File: config.mk
export PLATFORM = sky130hd
export DESIGN_NAME = circle_rasterizer_flat
export DESIGN_NICKNAME = d
export VERILOG_FILES = /design/src/rtl/crz_pkg.sv /design/src/rtl/crz_if.sv /design/src/rtl/crz_step.sv /design/src/rtl/circle_rasterizer.sv /design/src/flat_wrapper.sv
export SDC_FILE = /design/constraint.sdc
export NUM_CORES = 1
export LEC_CHECK = 0
export BUFFER_PORTS_ARGS = -buffer_cell sky130_fd_sc_hd__buf_2
export CAP_MARGIN = 20
export CORE_MARGIN = 2
export CORE_UTILIZATION = 50
export DETAILED_ROUTE_END_ITERATION = 8
export PLACE_DENSITY = 0.68
export SLEW_MARGIN = 40
export SYNTH_ARGS = -nofsm -noshare
export SYNTH_HDL_FRONTEND = slang
export SYNTH_HIERARCHICAL = 1
export SYNTH_SLANG_ARGS = --single-unit
File: constraint.sdc
create_clock -name clk -period 11.4 [get_ports clk]
set_clock_uncertainty 0.15 [all_clocks]
set_input_delay 2.28 -clock clk [delete_from_list [all_inputs] [get_ports clk]]
set_output_delay 2.28 -clock clk [all_outputs]
set_load 0.01 [all_outputs]
File: src/rtl/crz_pkg.sv
`default_nettype none
// ----------------------------------------------------------------------------
// crz_pkg
// Shared constants and types for the circle rasterizer.
// ----------------------------------------------------------------------------
package crz_pkg;

  localparam int CRZ_COORD_BITS  = 16;
  localparam int CRZ_RADIUS_BITS = 12;

  typedef enum logic {
    OP_START = 1'b0,
    OP_TICK  = 1'b1
  } crz_op_t;

  typedef struct packed {
    logic end_iter;
    logic last;
  } crz_ctl_t;

endpackage
`default_nettype wire

File: src/rtl/crz_if.sv
`default_nettype none
// ----------------------------------------------------------------------------
// crz_if
// Valid/ready channels of the circle rasterizer: commands in, primitives out.
// ----------------------------------------------------------------------------
interface crz_in_if import crz_pkg::*; #(
  parameter int COORD_BITS  = CRZ_COORD_BITS,
  parameter int RADIUS_BITS = CRZ_RADIUS_BITS
);
  logic                          valid;
  logic                          ready;
  logic                          op;
  logic signed [COORD_BITS-1:0]  center_x;
  logic signed [COORD_BITS-1:0]  center_y;
  logic        [RADIUS_BITS-1:0] radius;
  logic                          fill_mode;

  modport source (output valid, op, center_x, center_y, radius, fill_mode, input ready);
  modport sink   (input valid, op, center_x, center_y, radius, fill_mode, output ready);
endinterface

interface crz_out_if import crz_pkg::*; #(
  parameter int COORD_BITS = CRZ_COORD_BITS
);
  logic                        valid;
  logic                        ready;
  logic signed [COORD_BITS:0]  left_x;
  logic signed [COORD_BITS:0]  row_y;
  logic signed [COORD_BITS:0]  right_x;
  logic                        last_of_run;

  modport source (output valid, left_x, row_y, right_x, last_of_run, input ready);
  modport sink   (input valid, left_x, row_y, right_x, last_of_run, output ready);
endinterface
`default_nettype wire

File: src/rtl/crz_step.sv
`default_nettype none
// ----------------------------------------------------------------------------
// crz_step
// One step of the circle walk: selects the current primitive and computes the
// next step coordinates and decision value.
// ----------------------------------------------------------------------------
module crz_step import crz_pkg::*; #(
  parameter int COORD_BITS  = CRZ_COORD_BITS,
  parameter int RADIUS_BITS = CRZ_RADIUS_BITS
) (
  input  wire logic signed [COORD_BITS-1:0]  cx,
  input  wire logic signed [COORD_BITS-1:0]  cy,
  input  wire logic        [RADIUS_BITS-1:0] rad,
  input  wire logic        [RADIUS_BITS-1:0] sx,
  input  wire logic        [RADIUS_BITS-1:0] sy,
  input  wire logic signed [RADIUS_BITS+2:0] dec,
  input  wire logic        [2:0]             sub,
  input  wire logic                          filled,
  output logic signed      [COORD_BITS:0]    lx,
  output logic signed      [COORD_BITS:0]    ry,
  output logic signed      [COORD_BITS:0]    rx,
  output crz_ctl_t                           ctl,
  output logic             [RADIUS_BITS-1:0] sx_nxt,
  output logic             [RADIUS_BITS-1:0] sy_nxt,
  output logic signed      [RADIUS_BITS+2:0] dec_nxt
);

  localparam int OB = COORD_BITS + 1;
  localparam int SW = (RADIUS_BITS > OB) ? RADIUS_BITS : OB;
  localparam int DB = RADIUS_BITS + 3;
  localparam int WB = RADIUS_BITS + 4;
  localparam int NB = RADIUS_BITS + 2;
  localparam logic signed [WB-1:0] ONE_W = WB'(1);
  localparam logic signed [NB-1:0] ONE_N = NB'(1);

  logic        [SW-1:0] sx_w, sy_w;
  logic signed [OB-1:0] cxo, cyo, sxo, syo;
  logic signed [OB-1:0] cx_psx, cx_msx, cx_psy, cx_msy;
  logic signed [OB-1:0] cy_psx, cy_msx, cy_psy, cy_msy;
  logic signed [WB-1:0] d_w, sx_x, sy_x, rad_x, d_new;
  logic signed [NB-1:0] nx, ny, sx_n, sy_n;

  assign sx_w = SW'(sx);
  assign sy_w = SW'(sy);
  assign cxo  = OB'(cx);
  assign cyo  = OB'(cy);
  assign sxo  = $signed(sx_w[OB-1:0]);
  assign syo  = $signed(sy_w[OB-1:0]);

  assign cx_psx = cxo + sxo;
  assign cx_msx = cxo - sxo;
  assign cx_psy = cxo + syo;
  assign cx_msy = cxo - syo;
  assign cy_psx = cyo + sxo;
  assign cy_msx = cyo - sxo;
  assign cy_psy = cyo + syo;
  assign cy_msy = cyo - syo;

  always_comb begin
    lx = cx_psx;
    rx = cx_psx;
    ry = cy_psy;
    if (filled) begin
      case (sub[1:0])
        2'd0: begin lx = cx_msy; rx = cx_psy; ry = cy_psx; end
        2'd1: begin lx = cx_msx; rx = cx_psx; ry = cy_psy; end
        2'd2: begin lx = cx_msx; rx = cx_psx; ry = cy_msy; end
        default: begin lx = cx_msy; rx = cx_psy; ry = cy_msx; end
      endcase
    end else begin
      case (sub)
        3'd0: begin lx = cx_psx; ry = cy_psy; end
        3'd1: begin lx = cx_psy; ry = cy_psx; end
        3'd2: begin lx = cx_msx; ry = cy_psy; end
        3'd3: begin lx = cx_msy; ry = cy_psx; end
        3'd4: begin lx = cx_psx; ry = cy_msy; end
        3'd5: begin lx = cx_psy; ry = cy_msx; end
        3'd6: begin lx = cx_msx; ry = cy_msy; end
        default: begin lx = cx_msy; ry = cy_msx; end
      endcase
      rx = lx;
    end
  end

  assign d_w   = WB'(dec);
  assign sx_x  = WB'($signed({1'b0, sx}));
  assign sy_x  = WB'($signed({1'b0, sy}));
  assign rad_x = WB'($signed({1'b0, rad}));
  assign sx_n  = NB'($signed({1'b0, sx}));
  assign sy_n  = NB'($signed({1'b0, sy}));

  always_comb begin
    if (d_w >= (sx_x <<< 1)) begin
      d_new = d_w - (sx_x <<< 1) - ONE_W;
      nx    = sx_n + ONE_N;
      ny    = sy_n;
    end else if (d_w < ((rad_x - sy_x) <<< 1)) begin
      d_new = d_w + (sy_x <<< 1) - ONE_W;
      nx    = sx_n;
      ny    = sy_n - ONE_N;
    end else begin
      d_new = d_w + ((sy_x - sx_x - ONE_W) <<< 1);
      nx    = sx_n + ONE_N;
      ny    = sy_n - ONE_N;
    end
  end

  assign ctl.end_iter = filled ? (sub >= 3'd3) : (sub >= 3'd7);
  assign ctl.last     = ctl.end_iter && (ny < nx);
  assign sx_nxt       = nx[RADIUS_BITS-1:0];
  assign sy_nxt       = ny[RADIUS_BITS-1:0];
  assign dec_nxt      = d_new[DB-1:0];

endmodule
`default_nettype wire

File: src/rtl/circle_rasterizer.sv
`default_nettype none
// ----------------------------------------------------------------------------
// circle_rasterizer
// Integer circle walk (Andres stepping) emitting one point or span per tick.
// ----------------------------------------------------------------------------
// A start beat loads center, radius and mode and gives no result. Each tick
// beat then gives one primitive: eight symmetric points per step in outline
// mode, four horizontal spans per step in fill mode; the final one carries
// last_of_run. A beat is taken every clock while the result register is empty
// or being drained; each result is registered and shown in the cycle after its
// tick. Ticks while idle give nothing; a start abandons any circle in progress.
// ----------------------------------------------------------------------------
module circle_rasterizer import crz_pkg::*; #(
  parameter int COORD_BITS  = CRZ_COORD_BITS,
  parameter int RADIUS_BITS = CRZ_RADIUS_BITS
) (
  input  wire logic clk,
  input  wire logic rst_n,
  crz_in_if.sink    in_bus,
  crz_out_if.source out_bus
);

  localparam int OB = COORD_BITS + 1;
  localparam int DB = RADIUS_BITS + 3;

  logic                          busy_r, busy_nxt;
  logic                          filled_r, filled_nxt;
  logic signed [COORD_BITS-1:0]  cx_r, cx_nxt, cy_r, cy_nxt;
  logic        [RADIUS_BITS-1:0] rad_r, rad_nxt, sx_r, sx_nxt, sy_r, sy_nxt;
  logic signed [DB-1:0]          dec_r, dec_nxt;
  logic        [2:0]             sub_r, sub_nxt;

  logic                          out_valid_r, out_valid_nxt;
  logic signed [OB-1:0]          lx_r, lx_nxt, ry_r, ry_nxt, rx_r, rx_nxt;
  logic                          last_r, last_nxt;

  logic signed [OB-1:0]          st_lx, st_ry, st_rx;
  crz_ctl_t                      st_ctl;
  logic        [RADIUS_BITS-1:0] st_sx, st_sy;
  logic signed [DB-1:0]          st_dec;
  logic                          accept;

  crz_step #(
    .COORD_BITS  (COORD_BITS),
    .RADIUS_BITS (RADIUS_BITS)
  ) u_step (
    .cx      (cx_r),
    .cy      (cy_r),
    .rad     (rad_r),
    .sx      (sx_r),
    .sy      (sy_r),
    .dec     (dec_r),
    .sub     (sub_r),
    .filled  (filled_r),
    .lx      (st_lx),
    .ry      (st_ry),
    .rx      (st_rx),
    .ctl     (st_ctl),
    .sx_nxt  (st_sx),
    .sy_nxt  (st_sy),
    .dec_nxt (st_dec)
  );

  assign in_bus.ready = !out_valid_r || out_bus.ready;
  assign accept       = in_bus.valid && in_bus.ready;

  always_comb begin
    busy_nxt      = busy_r;
    filled_nxt    = filled_r;
    cx_nxt        = cx_r;
    cy_nxt        = cy_r;
    rad_nxt       = rad_r;
    sx_nxt        = sx_r;
    sy_nxt        = sy_r;
    dec_nxt       = dec_r;
    sub_nxt       = sub_r;
    out_valid_nxt = out_valid_r && !out_bus.ready;
    lx_nxt        = lx_r;
    ry_nxt        = ry_r;
    rx_nxt        = rx_r;
    last_nxt      = last_r;
    if (accept) begin
      if (crz_op_t'(in_bus.op) == OP_START) begin
        busy_nxt   = 1'b1;
        filled_nxt = in_bus.fill_mode;
        cx_nxt     = in_bus.center_x;
        cy_nxt     = in_bus.center_y;
        rad_nxt    = in_bus.radius;
        sx_nxt     = '0;
        sy_nxt     = in_bus.radius;
        dec_nxt    = $signed(DB'(in_bus.radius) - DB'(1));
        sub_nxt    = '0;
      end else if (busy_r) begin
        out_valid_nxt = 1'b1;
        lx_nxt        = st_lx;
        ry_nxt        = st_ry;
        rx_nxt        = st_rx;
        last_nxt      = st_ctl.last;
        if (st_ctl.end_iter) begin
          sub_nxt = '0;
          if (st_ctl.last) begin
            busy_nxt = 1'b0;
          end else begin
            sx_nxt  = st_sx;
            sy_nxt  = st_sy;
            dec_nxt = st_dec;
          end
        end else begin
          sub_nxt = sub_r + 3'd1;
        end
      end
    end
  end

  always_ff @(posedge clk) begin
    if (!rst_n) begin
      busy_r      <= 1'b0;
      sub_r       <= '0;
      out_valid_r <= 1'b0;
    end else begin
      busy_r      <= busy_nxt;
      sub_r       <= sub_nxt;
      out_valid_r <= out_valid_nxt;
    end
  end

  always_ff @(posedge clk) begin
    filled_r <= filled_nxt;
    cx_r     <= cx_nxt;
    cy_r     <= cy_nxt;
    rad_r    <= rad_nxt;
    sx_r     <= sx_nxt;
    sy_r     <= sy_nxt;
    dec_r    <= dec_nxt;
    lx_r     <= lx_nxt;
    ry_r     <= ry_nxt;
    rx_r     <= rx_nxt;
    last_r   <= last_nxt;
  end

  assign out_bus.valid       = out_valid_r;
  assign out_bus.left_x      = lx_r;
  assign out_bus.row_y       = ry_r;
  assign out_bus.right_x     = rx_r;
  assign out_bus.last_of_run = last_r;

endmodule
`default_nettype wire
File: src/flat_wrapper.sv
// flat-port wrapper written by rule: the top's interface ports become plain ports
module circle_rasterizer_flat import crz_pkg::*;
#(
  parameter int COORD_BITS  = CRZ_COORD_BITS,
  parameter int RADIUS_BITS = CRZ_RADIUS_BITS
)
  (clk, rst_n, in_bus_valid, in_bus_op, in_bus_center_x, in_bus_center_y, in_bus_radius, in_bus_fill_mode, in_bus_ready, out_bus_valid, out_bus_left_x, out_bus_row_y, out_bus_right_x, out_bus_last_of_run, out_bus_ready);
  crz_in_if #(.COORD_BITS(COORD_BITS), .RADIUS_BITS(RADIUS_BITS)) in_bus_i ();
  crz_out_if #(.COORD_BITS(COORD_BITS)) out_bus_i ();
  input  wire logic clk;
  input  wire logic rst_n;
  input wire logic [$bits(in_bus_i.valid)-1:0] in_bus_valid;
  input wire logic [$bits(in_bus_i.op)-1:0] in_bus_op;
  input wire logic [$bits(in_bus_i.center_x)-1:0] in_bus_center_x;
  input wire logic [$bits(in_bus_i.center_y)-1:0] in_bus_center_y;
  input wire logic [$bits(in_bus_i.radius)-1:0] in_bus_radius;
  input wire logic [$bits(in_bus_i.fill_mode)-1:0] in_bus_fill_mode;
  output wire logic [$bits(in_bus_i.ready)-1:0] in_bus_ready;
  output wire logic [$bits(out_bus_i.valid)-1:0] out_bus_valid;
  output wire logic [$bits(out_bus_i.left_x)-1:0] out_bus_left_x;
  output wire logic [$bits(out_bus_i.row_y)-1:0] out_bus_row_y;
  output wire logic [$bits(out_bus_i.right_x)-1:0] out_bus_right_x;
  output wire logic [$bits(out_bus_i.last_of_run)-1:0] out_bus_last_of_run;
  input wire logic [$bits(out_bus_i.ready)-1:0] out_bus_ready;
  assign in_bus_i.valid = in_bus_valid;
  assign in_bus_i.op = in_bus_op;
  assign in_bus_i.center_x = in_bus_center_x;
  assign in_bus_i.center_y = in_bus_center_y;
  assign in_bus_i.radius = in_bus_radius;
  assign in_bus_i.fill_mode = in_bus_fill_mode;
  assign in_bus_ready = in_bus_i.ready;
  assign out_bus_valid = out_bus_i.valid;
  assign out_bus_left_x = out_bus_i.left_x;
  assign out_bus_row_y = out_bus_i.row_y;
  assign out_bus_right_x = out_bus_i.right_x;
  assign out_bus_last_of_run = out_bus_i.last_of_run;
  assign out_bus_i.ready = out_bus_ready;
  circle_rasterizer #(.COORD_BITS(COORD_BITS), .RADIUS_BITS(RADIUS_BITS)) u_core (.clk(clk), .rst_n(rst_n), .in_bus(in_bus_i), .out_bus(out_bus_i));
endmodule
Yosys cells after proc, flatten, opt, wreduce, memory -nomap -nowiden
Index checks and enable logic that the tools add are counted.
Storage, ports and cells
  register bits: 141
  latch bits: 0
  RAM bits: 0
  memory bits (read-only): 0
  bits of input ports: 50
  output and inout port bits: 54
  word-level logic and storage cells: 105
  memories kept: 0
Operators by class
  add/sub/neg operators: 20
  $mul: 0
  div/mod/pow operators: 0
  magnitude comparators: 5
  eq/ne operators: 11
  shift operators: 0
  multiplexer cells: 35
  bitwise gates (word level): 1
  reduce and logical (&&, ||, !) cells: 19
Operators by type and width (number)
  one-hot mux 17 bit (3 select lines): 3
  2-to-1 mux 15 bit: 6
  2-to-1 mux 17 bit: 5
  2-to-1 mux 12 bit: 7
  adder 16 x 13 -> 17 bit: 4
  subtractor 16 x 13 -> 17 bit: 4
  subtractor 15 x 2 -> 15 bit, second input constant: 2
  2-to-1 mux 13 bit: 2
  subtractor 12 x 1 -> 13 bit, second input constant: 2
  subtractor 12 x 12 -> 13 bit: 2
  adder 15 x 14 -> 15 bit: 1
  adder 15 bit: 1
  greater-or-equal comparator 15 x 14 -> 1 bit: 1
  < comparator 15 x 14 -> 1 bit: 1
  subtractor 15 x 14 -> 15 bit: 1
  < comparator 14 bit: 1
  2-to-1 mux 14 bit: 1
  OR reduction 2 bit: 7
  subtractor 13 x 2 -> 14 bit, second input constant: 1
  adder 12 x 1 -> 13 bit, second input constant: 1
  == test 3 bit, second input constant: 3
  2-to-1 mux 3 bit: 3
  2-to-1 mux 1 bit: 8
  == test 3 x 2 -> 1 bit, second input constant: 2
  17 further kinds: 22

Longest topological paths before layout
Gate-level depths: netlist of run 1.
  word-level depth: 10
  gate-level depth with buffers: 33
  depth with buffers taken out: 33

Hierarchy
The synthesis of run 1 kept the hierarchy.
By module, submodules not included
  crz_step: times used 1, cells each 1741, area an instance 12015.3 µm², seq. area each 0.0 µm²
  circle_rasterizer: times used 1, cells each 267, area an instance 4957.3 µm², seq. area each 4184.0 µm²

Least setup slack after synthesis of run 1
Ideal clock, no wire load.
  kind: reg2reg
  start: reg u_core.sy_r[2]
  end: reg u_core.dec_r[0], enable pin
  setup time: 0.448 ns
  arrival: 7.485 ns
  required time: 10.802 ns
  path slack: 3.316 ns
  cell stages (with the launch flop): 33
  path buffers: 0
  clock period less this slack: 8.084 ns
  path through: edfxtp_1 inv_1 ha_1 nor2b_1 o21ai_0 a21boi_0 o21ai_0 a21oi_1 o21a_1 o21a_1 or4b_2 o311a_1 ha_1 nand2_1 o21ai_0 a31oi_1 o21ai_0 o21a_1 nand3_2 nand4_2 or4_1 xnor2_1 ha_1 a21o_1 a21oi_1 nor2b_1 o21ai_0 nand2b_1 a221oi_1 o211ai_1 nand2_1 nand3b_1 a21oi_1
RTL lines
  start: declaration: RTL line circle_rasterizer.sv:29  | logic [RADIUS_BITS-1:0] rad_r, rad_nxt, sx_r, sx_nxt, sy_r, sy_nxt;
  start signal: assignment: RTL line circle_rasterizer.sv:133  | sy_r <= sy_nxt;
  end signal: assignment: RTL line circle_rasterizer.sv:134  | dec_r <= dec_nxt;
  end: declaration: RTL line circle_rasterizer.sv:30  | logic signed [DB-1:0] dec_r, dec_nxt;

==> impl_results.md, run 1 <==
- Pre-antenna DRT Iters: 6
- Pin count of the biggest net entering global routing: 66
- Endpoint arrival time on the critical path: around 7800 ps
- Worst stage delay on the critical path: 610 ps
- Multiplexer share of the synthesized area: 0.0297
- Number of buffers inserted by hold repair at cts: 0
- DIE AREA: around 35000 sq um
- Cell occurring most often along the worst timing path: sky130_fd_sc_hd__o21ai_0
- Commonest non-fill, non-tap cells in the layout: sky130_fd_sc_hd__ha_1 (207), sky130_fd_sc_hd__inv_1 (159), sky130_fd_sc_hd__xnor2_1 (144)
- Routed wirelength normalized by instance count: between 20 and 25 microns
- Worst-case headroom to the max-slew limit: 0.467
- Switching share of power: 0.388
- CP endpoint kind: register
- First-pass GRT wire length: between 80000 and 90000 microns
- Worst Slack Setup Final: around 3600 ps
- Number of library cell types mapped by synthesis: 91
- Filler Cell Count: around 3000
- Area share of xor/xnor cells in the synthesized design: 0.0986
- Combined global-route utilization of all metal layers: 0.324
- Total I/O pin count: ~100
- Post-CTS Setup Inserts: 0
- Part of the total power dissipated in sequential elements: 0.306
- Yosys warns: 6
- Number of global-route vias before repair: ~15000
- Synthesized area per cell: 8.45 sq um
- Total number of nets in the final design: 2328
- Async S/R FF share, synth: 0
- DRC violation count after routing: 0
- Fraction of the yosys area taken by sequential cells: 0.247
- Worst-margin pin slew: just under 800 ps
- Core area: approximately 33000 sq um
- Standby leakage power: a little under 8 nW
- Final Instance Count excl. Fillers: between 2000 and 3000
- Most used DFF post-synth: sky130_fd_sc_hd__edfxtp_1
- Cell Rows: 67
- Internal power consumption: between 1 and 1.5 mW
- Clock latency on the worst-skew pair: approximately 450 ps
- Clock Power Share: 0.273
- Count of cells resized by post-cts repair: 0
- Synth Area in Compound Gates: 0.239
- Fraction of the mapped netlist area in adder cells: 0.168
- Syn nets: around 2300
- Number of levels in the clock H-tree: 4
- Type of the tightest min-delay check: register to register
- Crit path launch type: register
- Standard cell with the maximum stage delay on the critical path: sky130_fd_sc_hd__or4b_2
- Final Setup Violations: 0
- Antenna violations before repair: 0
- Sink Count: between 100 and 150
- Share of synthesized cell area in and, or, nand and nor gates: 0.161
- Clock transition at the register clock pins on the worst setup and hold paths after CTS: around 70 ps
- RSZ-0062 raised after global routing: false
- Run status: complete, no violations
- Initial cell density of the core: 0.507
- Switching pwr: 0.812 mW
- Gate count of the mapped netlist: around 2000
- Routability-driven placement congestion ratio: 0.973
- Final worst-path cycle share: 0.681
- Half-perimeter wire length after detailed placement: approximately 44000 microns
- Combined area of all synthesized cells: around 17000 sq um
- Post-Place Cells: roughly 2500
- Max Cap Viol: 0
- Hold Vio Cnt, Final: 0
- Critical-path maximum fanout: 39
- Chip width: ~190 microns
- Deepest clock path buffer count: 2
- Count of input and output buffers: 103
- Root buffer selected by CTS: sky130_fd_sc_hd__clkbuf_16
- Count of flip-flops with a built-in enable after synthesis: between 100 and 150
- Startpoint-to-endpoint class of the critical path: register to register
- Shortest clock period the worst path allows after layout: approximately 7800 ps
- Most frequent standard cell in the layout excluding fill and tap cells: sky130_fd_sc_hd__ha_1
- Achievable clock frequency: 129 MHz
- CTS tree: built
- Number of flip-flops and latches in the synthesized netlist: roughly 140
- Total grt overflow: 0
- Vias/cell: around 6.4
- Via total after detailed routing: 16000
- Fraction of layout instances using a drive strength above 1: 0.100
- Final TNS setup: 0 ps
- Number of nets with antenna violations after detailed routing: 0
- Number of buffers created by CTS: 17
- Worst slack after detailed placement: 3720 ps
- Die outline height: around 190 microns
- Count of final max-slew check failures: 0
- Req. time, crit path: around 11000 ps
- Power density relative to cell area: ~110 nW/um^2
- Combinational share of power: 0.421
- Largest family of logic cells by synthesized area: compound AO/OA/AOI/OAI gates
- Total wire length after detailed routing: between 50000 and 60000 microns
- DRC marker count from the first detailed-route iteration: ~1600
- Synthesis-to-layout area growth: 8.74%
- Largest vdd supply drop: 120 uV
==> state kept, by name (all words and copies together) (netlist names) <==
signal and cells:
u_core/sy_r 12, u_core/out_bus.last_of_run 1, u_core/busy_r 1, u_core/out_bus.row_y 17, u_core/cy_r 16, u_core/rad_r 12, u_core/filled_r 1, u_core/out_bus.left_x 17
u_core/dec_r 15, u_core/sx_r 12, u_core/cx_r 16, u_core/out_bus.valid 1, u_core/out_bus.right_x 17, u_core/sub_r 3
==> layer usage <==
layer | routed length [microns] | GRT usage | up-vias
met3 | 4360 | 0.0501 | 149
met5 | 0 | 0 | -
met2 | 27200 | 0.538 | 838
met4 | 2780 | 0.161 | 0
li1 | - | - | 7473
met1 | 24000 | 0.410 | 7583
==> cells by family (layout without fill, tap and decap cells) <==
group	Yosys count	count (layout)
AO/OA/AOI/OAI	605	605
XOR/XNOR	191	191
adder cells (fa/ha/maj)	220	220
buffers and inverters	255	318
flip-flops	141	141
multiplexers	49	49
other	0	1
AND/OR/NAND/NOR	547	547
==> power groups by stage <==
stage | sequential, mW | combinational [mW] | clock [mW]
after floorplan | 0.636 | 0.642 | 0
after global placement | 0.650 | 0.839 | 0
final | 0.641 | 0.883 | 0.573
after CTS | 0.640 | 0.859 | 0.581
after global routing | 0.643 | 0.964 | 0.602
after detailed placement | 0.651 | 0.853 | 0
==> worst max-delay path, delay by kind of cell (launching register included) <==
kind / cells / cell delay (ps)
adders and majority gates: 3 / 920
DFF: 1 / 470
and+or+nand+nor: 10 / 2260
xor gates and xnor gates: 1 / 160
AOI/OAI and AO/OA: 17 / 2890
buffers and inverters: 2 / 570
==> cells in the mapped netlist (17+ instances only) <==
master	count	area [sq um]
sky130_fd_sc_hd__nand4_1	17	106
sky130_fd_sc_hd__o21a_1	24	180
sky130_fd_sc_hd__a211oi_1	27	203
sky130_fd_sc_hd__a221oi_1	22	193
sky130_fd_sc_hd__nor2b_1	30	188
sky130_fd_sc_hd__clkbuf_1	76	285
sky130_fd_sc_hd__inv_1	161	604
sky130_fd_sc_hd__nand2b_1	33	206
sky130_fd_sc_hd__a21oi_1	140	701
sky130_fd_sc_hd__xor2_1	47	412
sky130_fd_sc_hd__nand3_1	41	205
sky130_fd_sc_hd__o21ai_0	123	616
sky130_fd_sc_hd__a21o_1	41	308
sky130_fd_sc_hd__a31oi_1	27	169
sky130_fd_sc_hd__nand2_1	125	469
sky130_fd_sc_hd__and3_1	19	119
sky130_fd_sc_hd__edfxtp_1	136	4080
sky130_fd_sc_hd__o21bai_1	18	135
sky130_fd_sc_hd__or3_1	22	138
sky130_fd_sc_hd__nor3_1	55	275
sky130_fd_sc_hd__o211ai_1	23	173
sky130_fd_sc_hd__mux2i_1	38	380
sky130_fd_sc_hd__ha_1	207	2590
sky130_fd_sc_hd__xnor2_1	144	1260
sky130_fd_sc_hd__nor2_1	141	529
==> final timing paths <==
path	from	endpoint	slack, ps	cells past startpoint
max reg2reg	u_core/sy_r[2]	u_core/sy_r[2]	3640	33
min reg2reg	u_core/busy_r	u_core/busy_r	460	3
min	u_core/busy_r	u_core/busy_r	460	3
max	u_core/sy_r[2]	u_core/sy_r[2]	3640	33
==> final cells by class <==
cell class              count  area [sq um]  area share
clock buffers              17           425      0.0230
diodes                      1          2.50    0.000136
well taps                 448           561      0.0304
clock inverters            15           160     0.00868
flip-flops and latches    141          4180       0.227
repair buffers            122           658      0.0357
multi-input cells        1612         11800       0.642
inverters                 164           618      0.0335
==> stage by stage <==
stage / power [mW] / cell area [sq um] / util / hold WS [ps]
6_report: 2.10 / 18500 / 0.552 / 459
5_1_grt: 2.21 / 18500 / 0.552 / 496
4_1_cts: 2.08 / 18400 / 0.551 / 457
3_5_place_dp: 1.50 / 17900 / 0.534 / 444
3_3_place_gp: 1.49 / 17800 / 0.533 / 421
2_1_floorplan: 1.28 / 17000 / - / 362
Power figures use the tool's default switching activity.
==> run 2, diff against run 1 <==
==> constraint.sdc (replaced) <==
create_clock -name clk -period 7.3 [get_ports clk]
set_clock_uncertainty 0.15 [all_clocks]
set_input_delay 1.46 -clock clk [delete_from_list [all_inputs] [get_ports clk]]
set_output_delay 1.46 -clock clk [all_outputs]
set_load 0.01 [all_outputs]
==> run 2 against run 1 <==
Final cell count grew 0.71%. Maximum frequency grew 11%. Cell area grew 0.78%. Clock-buffer cell count grew 3. Critical endpoint is now u_core/sy_r[1]. Largest cell class unchanged. Highest routed layer unchanged.
==> impl_results.md, run 2 (same netlist as run 1, synthesis figures left out) <==
- Req. time, crit path: between 7000 and 8000 ps
- Setup slack of the most critical reg-to-reg path: roughly 330 ps
- Internal power consumption: approximately 2.0 mW
- Hold-critical path endpoint: u_core/busy_r
- Part of the total power dissipated in sequential elements: 0.304
- Deepest clock path buffer count: 2
- Pre-antenna DRT Iters: 6
- Pin count of the biggest net entering global routing: 66
- Worst Hold Launch: u_core/busy_r
- Number of global-route vias before repair: between 15000 and 20000
- Cell Rows: 67
- Startpoint-to-endpoint class of the critical path: register to register
- Antenna violations before repair: 0
- Core area: about 33000 sq um
- Critical-path maximum fanout: 39
- CP endpoint kind: register
- Shortest clock period the worst path allows after layout: 6970 ps
- Achievable clock frequency: roughly 140 MHz
- Clock Power Share: 0.274
- DIE AREA: around 35000 sq um
- Root buffer selected by CTS: sky130_fd_sc_hd__clkbuf_16
- Total number of nets in the final design: between 2000 and 2500
- CTS tree: built
- Final TNS setup: 0 ps
- Final worst-path cycle share: 0.955
- Count of input and output buffers: 103
- Largest vdd supply drop: ~120 uV
- Fraction of layout instances using a drive strength above 1: 0.107
- Clock transition at the register clock pins on the worst setup and hold paths after CTS: 70 ps
- Endpoint arrival time on the critical path: ~7000 ps
- Max Cap Viol: 0
- Clock latency on the worst-skew pair: 440 ps
- Run status: complete, no violations
- Total routed wire length on the met1 layer: approximately 24000 microns
- Number of buffers inserted by hold repair at cts: 0
- Standard cell with the maximum stage delay on the critical path: sky130_fd_sc_hd__or4b_2
- CP bufs+invs: 2
- Number of buffers created by CTS: 17
- Final Setup Violations: 0
- DRC violation count after routing: 0
- Vias/cell: ~6.3
- Worst-case headroom to the max-slew limit: 0.356
- Synthesis-to-layout area growth: 9.59%
- Switching share of power: 0.381
- Combined global-route utilization of all metal layers: 0.317
- Worst R2R End: u_core/sy_r[1]
- Die outline height: 188 microns
- Final Instance Count excl. Fillers: 2538
- Total I/O pin count: approximately 100
- Critical register-to-register path startpoint: u_core/sy_r[2]
- Diodes inserted: 0
- Type of the tightest min-delay check: register to register
- RSZ-0062 raised after global routing: false
- Switching pwr: 1.24 mW
- Number of nets with antenna violations after detailed routing: 0
- Number of levels in the clock H-tree: 4
- Routed wirelength normalized by instance count: between 20 and 25 microns
- Hold Vio Cnt, Final: 0
- Total power after layout: between 3 and 4 mW
- Standby leakage power: between 7 and 8 nW
- Crit path launch type: register
- First-pass GRT wire length: between 80000 and 90000 microns
- Worst stage delay on the critical path: roughly 600 ps
- Hold Slack: around 480 ps
- Critical path's top delay family: compound AO/OA/AOI/OAI gates
- Hold path cells: 3
- Total wire length after detailed routing: about 57000 microns
- Sink Count: about 140
- DRC marker count from the first detailed-route iteration: roughly 1800
- Detail Route met2 WL: 26100 microns
- Via total after detailed routing: ~16000
- Area after detailed placement: between 15000 and 20000 sq um
- Top routing layer used: met4
- Worst reg-to-reg path cell count: 33
- Combinational share of power: 0.422
- Commonest non-fill, non-tap cells in the layout: sky130_fd_sc_hd__ha_1 (207), sky130_fd_sc_hd__inv_1 (159), sky130_fd_sc_hd__xnor2_1 (144)
- Length of routed met3 wiring: ~4200 microns
- Total grt overflow: 0
- Area of all placed cells without fillers: 18600 sq um
- Most frequent standard cell in the layout excluding fill and tap cells: sky130_fd_sc_hd__ha_1
- Worst-margin pin slew: between 900 and 1000 ps
- Power density relative to cell area: 175 nW/um^2
- Chip width: roughly 190 microns
- Count of final max-slew check failures: 0
- Initial cell density of the core: 0.507
- Half-perimeter wire length after detailed placement: approximately 43000 microns
- Routability-driven placement congestion ratio: 0.964
- Post-Place Cells: around 2500
run 2: changes by cell type in the layout (fill, tap and decap cells not counted), sizes merged:
cell	change
buf	+19
clkbuf	+3
inv	-3
clkinv	-2
clkinvlp	+2
diode	-1
run 2: power by group through the flow:
stage                     clock network, mW  registers [mW]  logic [mW]
after detailed placement                  0            1.01        1.33
after floorplan                           0           0.992        1.00
after global placement                    0            1.01        1.31
after global routing                  0.940           0.996        1.51
after CTS                             0.905           0.991        1.34
final                                 0.893           0.992        1.38
run 2: how the worst max path moves through the flow:
stage / start / endpoint / slack, ps / cells after the start
after floorplan: u_core/sy_r[2] / u_core/dec_r[0] / 70 / 32
after global placement: u_core/rad_r[0] / u_core/dec_r[1] / 420 / 34
after detailed placement: u_core/rad_r[0] / u_core/dec_r[1] / 360 / 34
after CTS: u_core/sy_r[2] / u_core/sy_r[1] / 290 / 33
after global routing: u_core/sy_r[2] / u_core/sy_r[1] / 50 / 33
final: u_core/sy_r[2] / u_core/sy_r[1] / 330 / 33
run 2: metrics by stage:
stage / util / worst slack, ps
after global routing: 0.556 / 46.1
final: 0.556 / 327
after global placement: 0.537 / 418
after floorplan: - / 69.6
after detailed placement: 0.537 / 359
after CTS: 0.555 / 288
run 2: layer usage:
| layer | vias to the layer above | track usage |
|---|---|---|
| li1 | 7506 | - |
| met5 | - | 0 |
| met2 | 811 | 0.522 |
| met4 | 0 | 0.148 |
| met1 | 7507 | 0.414 |
| met3 | 150 | 0.0397 |
run 2: worst register-to-register path, delay by kind of cell, from the launching register on:
kind | cells | cell delay [ps]
AOI/OAI and AO/OA | 17 | 2710
xor gates and xnor gates | 1 | 160
adders and majority gates | 3 | 870
buffers and inverters | 2 | 340
DFF | 1 | 420
and+or+nand+nor | 10 | 2040
run 2: repair_timing:
action,in CTS,in global routing
resized for setup,0,5
endpoints found under the setup margin,0,39
buffers inserted,0,4
hold endpoints to repair,0,0
run 2: cell type report:
cell class	count	area [sq um]
Fill cell	3045	14800
Multi-Input combinational cell	1612	11800
Sequential cell	141	4180
Timing Repair Buffer	141	813
Inverter	164	618
Tap cell	448	561
Clock buffer	20	447
Clock inverter	12	139
==> run 3, diff against run 2 <==
==> constraint.sdc (replaced) <==
create_clock -name clk -period 8.25 [get_ports clk]
set_clock_uncertainty 0.15 [all_clocks]
set_input_delay 1.65 -clock clk [delete_from_list [all_inputs] [get_ports clk]]
set_output_delay 1.65 -clock clk [all_outputs]
set_load 0.01 [all_outputs]
==> run 3 against run 2 <==
Sequential cell count unchanged. Maximum frequency decreased by 9.0%. Final cell count decreased by 0.55%. First-iteration DRC count decreased by 12%. Non-clock buffer count decreased by 14. Combinational power decreased by 11%. Critical path type unchanged. Highest routed layer unchanged.
==> impl_results.md, run 3 (same netlist as run 1, synthesis figures left out) <==
- Final TNS setup: 0 ps
- Endpoint arrival time on the critical path: between 7000 and 8000 ps
- Achievable clock frequency: roughly 130 MHz
- Number of nets with antenna violations after detailed routing: 0
- Sink Count: 141
- DRC marker count from the first detailed-route iteration: about 1600
- Worst Hold Launch: u_core/busy_r
- Largest vdd supply drop: between 150 and 200 uV
- Routed wirelength normalized by instance count: around 23 microns
- Critical register-to-register path startpoint: u_core/sy_r[2]
- Routability-driven placement congestion ratio: around 1.0
- Core area: ~33000 sq um
- Commonest non-fill, non-tap cells in the layout: sky130_fd_sc_hd__ha_1 (207), sky130_fd_sc_hd__inv_1 (159), sky130_fd_sc_hd__xnor2_1 (144)
- Deepest clock path buffer count: 2
- CP bufs+invs: 2
- Clock transition at the register clock pins on the worst setup and hold paths after CTS: roughly 70 ps
- Total I/O pin count: around 100
- Count of input and output buffers: ~100
- Total number of nets in the final design: 2333
- Antenna violations before repair: 2
- Type of the tightest min-delay check: register to register
- Diodes inserted: 0
- CTS tree: built
- Final worst-path cycle share: 0.929
- DRC violation count after routing: 0
- Hold Vio Cnt, Final: 0
- Synthesis-to-layout area growth: 9.01%
- Number of buffers inserted by hold repair at cts: 0
- Cell occurring most often along the worst timing path: sky130_fd_sc_hd__o21ai_0
- Count of final max-slew check failures: 0
- Worst R2R End: u_core/sy_r[0]
- Worst-margin pin slew: about 800 ps
- Number of levels in the clock H-tree: 4
- Pre-antenna DRT Iters: 8
- First-pass GRT wire length: 88100 microns
- Setup slack of the most critical reg-to-reg path: just under 600 ps
- Shortest clock period the worst path allows after layout: approximately 7700 ps
- Most frequent standard cell in the layout excluding fill and tap cells: sky130_fd_sc_hd__ha_1
- RSZ-0062 raised after global routing: false
- Root buffer selected by CTS: sky130_fd_sc_hd__clkbuf_16
- Standby leakage power: 7.78 nW
- Initial cell density of the core: 0.507
- Number of global-route vias before repair: 15200
- Number of buffers created by CTS: 17
- Power density relative to cell area: roughly 160 nW/um^2
- Chip width: between 150 and 200 microns
- Worst reg-to-reg path cell count: 33
- Total grt overflow: 0
- Pin count of the biggest net entering global routing: 66
- CP endpoint kind: register
- Worst slack after detailed placement: about 700 ps
- Crit path launch type: register
- Critical-path maximum fanout: 39
- Fraction of layout instances using a drive strength above 1: 0.101
- Worst Slack Setup Final: between 500 and 600 ps
- Cell Rows: 67
- Count of cells resized by post-cts repair: 0
- Clock latency on the worst-skew pair: between 400 and 500 ps
- Startpoint-to-endpoint class of the critical path: register to register
- Vias/cell: between 6 and 7
- Max Cap Viol: 0
- Via total after detailed routing: between 15000 and 20000
- Combined global-route utilization of all metal layers: 0.324
- Filler Cell Count: around 3100
- DIE AREA: around 35000 sq um
- Die outline height: between 150 and 200 microns
- Final Setup Violations: 0
- Req. time, crit path: about 8200 ps
- Post-CTS Setup Inserts: 0
- Half-perimeter wire length after detailed placement: 44600 microns
- Run status: complete, no violations
- Worst stage delay on the critical path: 620 ps
- Hold path cells: 3
- Worst-case headroom to the max-slew limit: 0.459
- Hold-critical path endpoint: u_core/busy_r
- Total wire length after detailed routing: about 58000 microns
- Standard cell with the maximum stage delay on the critical path: sky130_fd_sc_hd__or4b_2
- Critical path's top delay family: compound AO/OA/AOI/OAI gates
## run 3: cell count changes in the layout (fill, tap and decap cells not counted), sizes merged
cell / change
buf: -14
clkinvlp: -3
inv: +3
clkbuf: -2
bufinv: +1
clkinv: +1
## run 3: how the worst max path moves through the flow
stage / startpoint / endpoint / slack, ps / cells past startpoint
floorplan: u_core/sy_r[2] / u_core/dec_r[0] / 170 / 32
global placement: u_core/sy_r[2] / u_core/dec_r[1] / 870 / 33
detailed placement: u_core/sy_r[1] / u_core/sy_r[0] / 700 / 33
CTS: u_core/sy_r[1] / u_core/sy_r[0] / 650 / 33
global route: u_core/sy_r[2] / u_core/sy_r[0] / 90 / 33
finish: u_core/sy_r[2] / u_core/sy_r[0] / 580 / 33
## run 3: stage by stage
step,util,hold slack [ps],std cells,cell area (sq um),power (mW)
after floorplan,-,362,2008,17000,1.77
after global placement,0.534,424,2489,17900,2.06
after detailed placement,0.534,459,2489,17900,2.08
after CTS,0.552,470,2521,18500,2.92
after global routing,0.553,526,2524,18500,3.09
final,0.553,472,2524,18500,2.93
## run 3: routing by layer
metal | wire (microns) | part of all wire | track usage | vias to the layer above
met4 | 2370 | 0.041 | 0.147 | 0
li1 | - | - | - | 7473
met5 | 0 | 0 | 0 | -
met1 | 24200 | 0.41 | 0.405 | 7734
met3 | 4010 | 0.069 | 0.0467 | 139
met2 | 27700 | 0.48 | 0.553 | 716
## run 3: cell type report
| class | instances | area [sq um] | area share |
|---|---|---|---|
| multi-input cells | 1612 | 11800 | 0.639 |
| flip-flops and latches | 141 | 4180 | 0.226 |
| repair buffers | 127 | 696 | 0.0376 |
| inverters | 164 | 618 | 0.0334 |
| well taps | 448 | 561 | 0.0303 |
| clock buffers | 18 | 429 | 0.0232 |
| clock inverters | 14 | 183 | 0.00987 |
## run 3: where the power goes
part / total, mW / switching [mW] / leakage [nW] / internal, mW
Combinational: 1.23 / 0.735 / 6.18 / 0.491
Clock: 0.828 / 0.346 / 0.296 / 0.482
Sequential: 0.881 / 0.0452 / 1.30 / 0.836
Total: 2.93 / 1.13 / 7.78 / 1.81
## run 3: worst min-delay path, delay by kind of cell (launching register included)
kind	cells	cell delay, ps
DFF	1	360
AOI/OAI and AO/OA	2	150
buffers and inverters	1	70
